$ cat config.mk
export PLATFORM = sky130hd
export DESIGN_NAME = chunked_transfer_receive_tracker_unit
export DESIGN_NICKNAME = d
export VERILOG_FILES = /design/src/hw/rtl/ctrt_pkg.sv /design/src/hw/rtl/ctrt_update.sv /design/src/hw/rtl/chunked_transfer_receive_tracker_unit.sv
export VERILOG_INCLUDE_DIRS = /design/src /design/src/hw/rtl
export SDC_FILE = /design/constraint.sdc
export NUM_CORES = 1
export LEC_CHECK = 0
export ABC_AREA = 1
export BUFFER_PORTS_ARGS = -buffer_cell sky130_fd_sc_hd__buf_2
export CELL_PAD_IN_SITES_DETAIL_PLACEMENT = 0
export CELL_PAD_IN_SITES_GLOBAL_PLACEMENT = 1
export CORE_MARGIN = 3
export CORE_UTILIZATION = 48
export DETAILED_ROUTE_END_ITERATION = 6
export PLACE_DENSITY_LB_ADDON = 0.1
export SYNTH_ARGS = -nofsm -noshare
export SYNTH_HDL_FRONTEND = slang
export SYNTH_SLANG_ARGS = --single-unit
$ cat constraint.sdc
create_clock -name aclk -period 14.2 [get_ports aclk]
set_input_delay 3.55 -clock aclk [delete_from_list [all_inputs] [get_ports aclk]]
set_output_delay 3.55 -clock aclk [all_outputs]
set_load 0.02 [all_outputs]
$ cat src/hw/rtl/chunked_transfer_receive_tracker_unit_assert.svh
// Assertion macros shared by the receive tracker RTL.
// Plain header, no dependencies; pulled in by `include where assertions are written.
`ifndef CHUNKED_TRANSFER_RECEIVE_TRACKER_UNIT_ASSERT_SVH
`define CHUNKED_TRANSFER_RECEIVE_TRACKER_UNIT_ASSERT_SVH

// Same-cycle implication, off while reset is asserted.
`define CTRT_ASSERT_IMP(lbl, clk, rst_n, ante, cons) \
    lbl: assert property (@(posedge clk) disable iff (!(rst_n)) (ante) |-> (cons)) \
        else $error("assertion failed");

// Next-cycle implication, off while reset is asserted.
`define CTRT_ASSERT_NXT(lbl, clk, rst_n, ante, cons) \
    lbl: assert property (@(posedge clk) disable iff (!(rst_n)) (ante) |=> (cons)) \
        else $error("assertion failed");

`endif

$ cat src/hw/rtl/ctrt_pkg.sv
// Types and constants for the chunked transfer receive tracker.
// No dependencies; imported by ctrt_update and the top level.
package ctrt_pkg;

    localparam logic [15:0] TIMEOUT_RST = 16'd5;
    localparam logic [16:0] IDLE_MAX    = 17'h1FFFF;

    typedef enum logic [2:0] {
        OP_TICK      = 3'd0,
        OP_SEND      = 3'd1,
        OP_RECV_NOTE = 3'd2,
        OP_ACK_NOTE  = 3'd3,
        OP_CHUNK     = 3'd4
    } opcode_t;

    typedef enum logic [3:0] {
        ST_NONE     = 4'd0,
        ST_SEND_OK  = 4'd1,
        ST_DEFERRED = 4'd2,
        ST_STORED   = 4'd3,
        ST_IGNORED  = 4'd4,
        ST_COMPLETE = 4'd5,
        ST_OVERRUN  = 4'd6,
        ST_TIMEOUT  = 4'd7,
        ST_NOTICE   = 4'd8
    } status_t;

    typedef struct packed {
        logic [2:0]  opcode;
        logic [7:0]  source_node;
        logic [30:0] byte_total;
        logic [21:0] chunk_index;
        logic [15:0] chunk_length;
    } item_t;

    typedef struct packed {
        status_t     status;
        logic [7:0]  ack_node;
        logic        write_valid;
        logic [31:0] write_offset;
        logic [15:0] write_length;
        logic        receiving;
    } result_t;

    // chunk_bytes holds received chunks times the chunk size, so the chunk
    // count checks become byte compares against the announced size.
    typedef struct packed {
        logic        busy;
        logic [7:0]  peer_node;
        logic [30:0] expected_bytes;
        logic [31:0] chunk_bytes;
        logic [31:0] received_bytes;
        logic [16:0] idle_count;
    } track_t;

endpackage

$ cat src/hw/rtl/ctrt_update.sv
// Per-request update of the transfer tracking state and the result fields.
// Depends on ctrt_pkg.
module ctrt_update #(
    parameter int CHUNK_BYTES = 1024
) (
    input  ctrt_pkg::item_t   item,
    input  ctrt_pkg::track_t  trk,
    input  logic [15:0]       timeout_ticks,
    output ctrt_pkg::track_t  trk_next,
    output ctrt_pkg::result_t res
);
    import ctrt_pkg::*;

    localparam logic [31:0] CHUNK_STEP = 32'(CHUNK_BYTES);

    logic [16:0] idle_inc;
    logic [32:0] byte_sum;
    logic [31:0] bytes_new;
    logic [31:0] cbytes_new;
    logic [31:0] size_ext;
    logic        bytes_eq;
    logic        bytes_ge;
    logic        chunks_ge;
    logic        chunks_eq;
    logic        from_peer;

    always_comb begin
        idle_inc   = (trk.idle_count < IDLE_MAX) ? trk.idle_count + 17'd1 : trk.idle_count;
        byte_sum   = {1'b0, trk.received_bytes} + {17'd0, item.chunk_length};
        bytes_new  = byte_sum[32] ? 32'hFFFF_FFFF : byte_sum[31:0];
        cbytes_new = trk.chunk_bytes + CHUNK_STEP;
        size_ext   = {1'b0, trk.expected_bytes};
        bytes_eq   = (bytes_new == size_ext);
        bytes_ge   = (bytes_new >= size_ext);
        // chunks >= ceil(size/CB)  <=>  chunks*CB >= size
        chunks_ge  = (cbytes_new >= size_ext);
        chunks_eq  = chunks_ge && (cbytes_new < size_ext + CHUNK_STEP);
        from_peer  = trk.busy && (item.source_node == trk.peer_node);
    end

    always_comb begin
        trk_next = trk;
        res      = '0;
        res.status = ST_NONE;
        unique case (opcode_t'(item.opcode))
            OP_TICK: begin
                if (trk.busy) begin
                    trk_next.idle_count = idle_inc;
                    if (idle_inc > {1'b0, timeout_ticks}) begin
                        trk_next.busy = 1'b0;
                        res.status    = ST_TIMEOUT;
                    end
                end
            end
            OP_SEND: begin
                if (trk.busy) begin
                    res.status = ST_DEFERRED;
                end else begin
                    trk_next.busy           = 1'b1;
                    trk_next.peer_node      = item.source_node;
                    trk_next.expected_bytes = item.byte_total;
                    trk_next.chunk_bytes    = '0;
                    trk_next.received_bytes = '0;
                    trk_next.idle_count     = '0;
                    res.status              = ST_SEND_OK;
                    res.ack_node            = item.source_node;
                end
            end
            OP_RECV_NOTE, OP_ACK_NOTE: begin
                res.status = ST_NOTICE;
            end
            OP_CHUNK: begin
                if (from_peer) begin
                    res.write_valid         = 1'b1;
                    res.write_offset        = {10'd0, item.chunk_index} * CHUNK_STEP;
                    res.write_length        = item.chunk_length;
                    trk_next.idle_count     = '0;
                    trk_next.received_bytes = bytes_new;
                    trk_next.chunk_bytes    = cbytes_new;
                    if (bytes_eq && chunks_eq) begin
                        trk_next.busy = 1'b0;
                        res.status    = ST_COMPLETE;
                    end else if (bytes_ge || chunks_ge) begin
                        trk_next.busy = 1'b0;
                        res.status    = ST_OVERRUN;
                    end else begin
                        res.status = ST_STORED;
                    end
                end else begin
                    res.status = ST_IGNORED;
                end
            end
            default: begin
                res.status = ST_NONE;
            end
        endcase
        res.receiving = trk_next.busy;
    end

endmodule

$ cat src/hw/rtl/chunked_transfer_receive_tracker_unit.sv
// Channel   Dir  Contents
// s_*       in   decoded packet header or tick; tuser = opcode
// m_*       out  one result per request; tuser = status
// cfg_*     in   timeout_ticks register write
//
// Two-stage pipeline: input register, then tracker update into the result
// register. One request per cycle while the result is not stalled.
// The tracker state updates when a request moves into the result register.
// A stalled result holds both stages; s_tready stays high while the input
// register is empty. Reset (aresetn low, synchronous) returns to idle and
// sets timeout_ticks to 5.
// Depends on ctrt_pkg, ctrt_update and the assertion macro header.
`include "chunked_transfer_receive_tracker_unit_assert.svh"

module chunked_transfer_receive_tracker_unit #(
    parameter int CHUNK_BYTES = 1024
) (
    input  logic        aclk,
    input  logic        aresetn,
    input  logic        cfg_wr_en,
    input  logic [15:0] cfg_wr_data,   // timeout_ticks
    input  logic        s_tvalid,
    output logic        s_tready,
    input  logic [79:0] s_tdata,  // source_node[7:0], byte_total[38:8], chunk_index[60:39],
                                  // chunk_length[76:61], zero pad
    input  logic [2:0]  s_tuser,  // opcode
    output logic        m_tvalid,
    input  logic        m_tready,
    output logic [63:0] m_tdata,  // ack_node[7:0], write_valid[8], write_offset[40:9],
                                  // write_length[56:41], receiving[57], zero pad
    output logic [3:0]  m_tuser   // status
);
    import ctrt_pkg::*;

    logic        in_valid_reg;
    item_t       in_item_reg;
    logic        out_valid_reg;
    result_t     out_res_reg;
    track_t      trk_reg;
    track_t      trk_next;
    result_t     res_next;
    logic [15:0] timeout_reg;
    logic        advance;

    assign advance  = !out_valid_reg || m_tready;
    assign s_tready = !in_valid_reg || advance;

    ctrt_update #(
        .CHUNK_BYTES(CHUNK_BYTES)
    ) u_update (
        .item         (in_item_reg),
        .trk          (trk_reg),
        .timeout_ticks(timeout_reg),
        .trk_next     (trk_next),
        .res          (res_next)
    );

    always_ff @(posedge aclk) begin
        if (!aresetn) begin
            in_valid_reg  <= 1'b0;
            out_valid_reg <= 1'b0;
            trk_reg       <= '0;
            timeout_reg   <= TIMEOUT_RST;
        end else begin
            if (cfg_wr_en) begin
                timeout_reg <= cfg_wr_data;
            end
            if (s_tready) begin
                in_valid_reg <= s_tvalid;
            end
            if (advance) begin
                out_valid_reg <= in_valid_reg;
                if (in_valid_reg) begin
                    trk_reg <= trk_next;
                end
            end
        end
    end

    always_ff @(posedge aclk) begin
        if (s_tready && s_tvalid) begin
            in_item_reg.opcode       <= s_tuser;
            in_item_reg.source_node  <= s_tdata[7:0];
            in_item_reg.byte_total   <= s_tdata[38:8];
            in_item_reg.chunk_index  <= s_tdata[60:39];
            in_item_reg.chunk_length <= s_tdata[76:61];
        end
        if (advance && in_valid_reg) begin
            out_res_reg <= res_next;
        end
    end

    assign m_tvalid = out_valid_reg;
    assign m_tuser  = out_res_reg.status;
    assign m_tdata  = {6'd0,
                       out_res_reg.receiving,
                       out_res_reg.write_length,
                       out_res_reg.write_offset,
                       out_res_reg.write_valid,
                       out_res_reg.ack_node};

    // a write goes out only with a stored, complete or overrun status
    `CTRT_ASSERT_IMP(a_write_status, aclk, aresetn, out_valid_reg && out_res_reg.write_valid, out_res_reg.status == ST_STORED || out_res_reg.status == ST_COMPLETE || out_res_reg.status == ST_OVERRUN)
    // the receiving flag of a pending result matches the live tracker state
    `CTRT_ASSERT_IMP(a_recv_matches, aclk, aresetn, out_valid_reg, out_res_reg.receiving == trk_reg.busy)
    // a transfer only ends through complete, overrun or timeout
    `CTRT_ASSERT_IMP(a_busy_end, aclk, aresetn, $fell(trk_reg.busy) && $past(aresetn), out_res_reg.status == ST_COMPLETE || out_res_reg.status == ST_OVERRUN || out_res_reg.status == ST_TIMEOUT)
    // an accepted send always leaves the block receiving
    `CTRT_ASSERT_NXT(a_send_busy, aclk, aresetn, advance && in_valid_reg && res_next.status == ST_SEND_OK, trk_reg.busy)

endmodule
# ---- Word level (Yosys, flattened, before mapping)
# Index checks and enable logic that the tools add are counted.
dict set report word_totals {
  mem_count 0
  reg_bits 281
  output_inout_bits 70
  ram_bits 0
  latch_bits 0
  input_bits 104
  wordCells 82
  rom_bits 0
}
dict set report op_classes {
  n_addsub 4
  n_reduce_logical 20
  mux 21
  magnitude_cmp 5
  n_div 0
  n_shift 0
  bitwise 2
  eq_ne 9
  multipliers 0
}
# cell n
set ops {}
lappend ops {{2-to-1 mux 81 bit} 2}
lappend ops {{one-hot mux 64 bit (2 select lines)} 1}
lappend ops {{>= comparator 32 x 31 -> 1 bit} 2}
lappend ops {{one-hot mux 17 bit (3 select lines)} 1}
lappend ops {{2-to-1 mux 49 bit} 1}
lappend ops {{2-to-1 mux 17 bit} 2}
lappend ops {{adder 32 x 16 -> 33 bit} 1}
lappend ops {{adder 31 x 11 -> 32 bit (second input constant)} 1}
lappend ops {{adder 32 x 11 -> 32 bit (second input constant)} 1}
lappend ops {{equality test 32 x 31 -> 1 bit} 1}
lappend ops {{less-than comparator 32 bit} 1}
lappend ops {{2-to-1 mux 32 bit} 1}
lappend ops {{adder 17 x 1 -> 17 bit (second input constant)} 1}
lappend ops {{greater-than comparator 17 x 16 -> 1 bit} 1}
lappend ops {{less-than comparator 17 bit (second input constant)} 1}
lappend ops {{one-hot mux 4 bit (4 select lines)} 1}
lappend ops {{2-to-1 mux 3 bit} 3}
lappend ops {{equality test 8 bit} 1}
lappend ops {{2-to-1 mux 4 bit} 2}
lappend ops {{equality test 3 x 2 -> 1 bit (second input constant)} 2}
lappend ops {{AND reduction 6 bit} 1}
lappend ops {{logical AND 1 bit} 5}
lappend ops {{2-to-1 mux 1 bit} 5}
lappend ops {{AND reduction 5 bit} 1}
lappend ops {{other kinds (15)} 22}

# ---- Depth between registers and ports, before layout
dict set report depth {
  depth_word 8
  depth_mapped 28
  ltp_nobuf 27
}

# ---- By module
# From an unflattened synthesis, not the netlist that was laid out.
dict set report unflattened {
  cells_unflattened 2378
  area_unflattened_um2 17688.2
}
# mod cells_each n_inst area_per_inst_um2 seq_area_each_um2
set by_module_without_submodules {}
lappend by_module_without_submodules {chunked_transfer_receive_tracker_unit 1023 1 10294.9 7046.8}
lappend by_module_without_submodules {ctrt_update 1355 1 7393.3 0.0}

# ---- Least setup slack after synthesis
# OpenSTA, ideal clock, no wires.
dict set report synth_path {
  path_kind {input to output}
  startpoint {in m_tready}
  endpoint {out s_tready}
  path_buffers 0
  required_time_ns 10.650
  slack_ns 6.770
  arrival_time_ns 3.880
  path_stages 2
  path_cell_list {nor2_1 > nand2_1}
}
dict set report synth_between {
  elab_chain_cells 2
}
# element line
set synth_lines {}
lappend synth_lines {{from (decl)} chunked_transfer_receive_tracker_unit.sv:28} ;# input logic m_tready,
lappend synth_lines {{logical OR 1 bit} chunked_transfer_receive_tracker_unit.sv:45} ;# assign advance = !out_valid_reg || m_tready;
lappend synth_lines {{logical OR 1 bit} chunked_transfer_receive_tracker_unit.sv:46} ;# assign s_tready = !in_valid_reg || advance;
lappend synth_lines {{to (decl)} chunked_transfer_receive_tracker_unit.sv:23} ;# output logic s_tready,
# No other way between the ends.

# ---- Final worst setup path
# Same ends and word-level chain as after synthesis.

==> metrics <==
slew of the pin with the lowest slew margin=1040 ps; Arr. time, crit path=4220 ps; CTS tree=done; Slew Viols, Final=0; Adder-Cell Fraction of Synth Area=0.101; Yosys reg bits=261; # resized after CTS=0; Comb pwr share=0.071; maximum root-to-sink buffer count=3; hold_buf cts=0; sw frac=0.224; NumNets Final=1941; site row count=61; HPWL after DPL=22300 um; Psw=400 uW; Startpoint Class=input port; GRT Total Usage=0.203; maxcap violations=0; leading area contributor after synthesis=edfxtp_1; Max-Slew Margin vs Limit=0.306; Final Hold Violating Endpoints=0; Main synth FF type=edfxtp_1; Worst EP required=10650 ps; register area share after synthesis=0.478; Max Fclk=0.129 GHz; CTS Buf Count=29; Synth Warn #=0; total gr overflow=0; Clock Root Buffer=clkbuf_16; worst slack, placed=6440 ps; vias in the first global route=10500; Clock Sinks=261; vias per std cell=4.99; post-synthesis simple-gate area fraction=0.196; status=complete, no violations; Clock Skews=16.8 ps; drt first pass iters=5; largest family of logic cells by synthesized area=simple AND/OR/NAND/NOR gates; largest net degree at the start of global routing=66; area taken by multi-input logic gates=6190 um^2; die area=30600 um^2; Synth Area per Inst=8.67 um^2; FF/Latch Area=6550 um^2; Clock transition at path regs=60 ps; Setup TNS=0 ps; ys async rst share=0; Initial Utilization=0.490; area growth from synthesis to layout=15.6%; htree depth=1; Syn Inst Count=1579; Die W=175 um; Synth Area in Compound Gates=0.113; Pleak=6.76 nW; Remaining DRCs=0; num ports=174; clk_lat worst skew=560 ps; worst setup path class=in -> out; r2r setup slk=10060 ps; Max FO, Critical Path=3; Area contributors post-synth=edfxtp_1, dfxtp_1, ha_1, nand2_1, a21oi_1; RD Place Congestion=0.842; initial antenna violation count=4; post-detailed-route wirelength per cell=14.7 um; DRT antenna net count=0; PD cells=113 nW/um^2; most frequent cell after synthesis=nand2_1; number of flops mapped to enable cells by yosys=132; CP endpoint kind=output port; DRC marker count from the first detailed-route iteration=562; Final WS setup=6430 ps; Clock power frac=0.465; first-pass GRT wire length=51300 um; utilization after layout=0.566; via count=10600; top cell type's share of synthesized area=0.290; Largest register FFs=111; core area=27900 um^2; xor/xnor share of the synthesized area=0.0363; Min Clock Period, post-route=7770 ps; layout cell share with drive strength beyond 1=0.146; total wire length=31300 um; RSZ-0062 raised after global routing=false; buffer count from post-CTS setup fixing=0; Sequential Power Share=0.464; Distinct cells, synth=50; cell area after synthesis=13700 um^2; mux cell area share after synthesis=0; IO buf count=154; maximum vdd drop=0.000107 V; most frequent cells after synthesis=nand2_1, inv_1, a21oi_1; final worst path period share=0.547; cell-internal power=1.39 mW; final setup vio count=0; worst min-delay path category=reg -> reg; filler instances=2625; Die Y=175 um
## cell type report
class,count,area share
diodes,2,0.000316
multi-input cells,1083,0.391
clock inverters,17,0.0174
flip-flops and latches,261,0.414
repair buffers,160,0.0516
well taps,378,0.0299
inverters,192,0.0457
clock buffers,37,0.0503
## critical path, cell delays in order
cell and delay, ps:
buf_2 100, nor2_1 250, nand2_1 140, buf_2 180
## kinds of logic after synthesis
kind of cell             after synthesis
AND/OR/NAND/NOR                      613
AO/OA/AOI/OAI                        289
flip-flops                           261
buffers and inverters                250
adder cells (fa/ha/maj)              110
XOR/XNOR                              55
other                                  1
## per-layer routing
layer	up-vias	track usage	routed length, um
met4	6	0.0406	565
met3	40	0.0452	1690
met1	4829	0.265	14500
li1	5576	-	-
met5	-	0	46
met2	180	0.350	14500
## placed cells by master (no fill, tap or decap), types with 5 or more instances in the layout
| cell type | n |
|---|---|
| nand2_1 | 314 |
| inv_1 | 183 |
| a21oi_1 | 174 |
| buf_2 | 154 |
| nor2_1 | 136 |
| edfxtp_1 | 132 |
| dfxtp_1 | 129 |
| ha_1 | 109 |
| o21ai_0 | 76 |
| nand3_1 | 61 |
| xor2_1 | 40 |
| clkbuf_16 | 29 |
| nand4_1 | 28 |
| nor3_1 | 18 |
| or2_2 | 16 |
| conb_1 | 16 |
| xnor2_1 | 13 |
| nand3b_1 | 9 |
| a211oi_1 | 8 |
| clkinv_2 | 8 |
| nor4_1 | 7 |
| bufinv_16 | 7 |
| inv_2 | 6 |
| buf_4 | 6 |
| nor2_2 | 5 |
## through the flow
stage | hold slack [ps] | instance area, um^2 | instances | total power, mW
6_report | 465 | 15800 | 2130 | 1.79
4_1_cts | 470 | 15800 | 2128 | 1.81
3_5_place_dp | 459 | 14700 | 2074 | 0.973
2_1_floorplan | 435 | 13700 | 1594 | 0.931
3_3_place_gp | 451 | 14700 | 2074 | 0.971
5_1_grt | 489 | 15800 | 2128 | 1.86
## power groups by stage
stage / Clock, mW / Sequential [mW] / Combinational [mW]
CTS: 0.853 / 0.830 / 0.129
detailed placement: 0 / 0.846 / 0.128
floorplan: 0 / 0.852 / 0.0788
finish: 0.830 / 0.830 / 0.127
global route: 0.883 / 0.832 / 0.145
global placement: 0 / 0.845 / 0.126
## path summary, 6_finish.rpt
check,from,to,depth (start not counted)
worst min-delay path,timeout_reg[15],timeout_reg[15],2
worst max-delay path,m_tready,s_tready,4
worst min register to register,timeout_reg[15],timeout_reg[15],2
worst max register to register,in_item_reg[0],m_tuser[0],25
(Power assumes the default switching activity.)
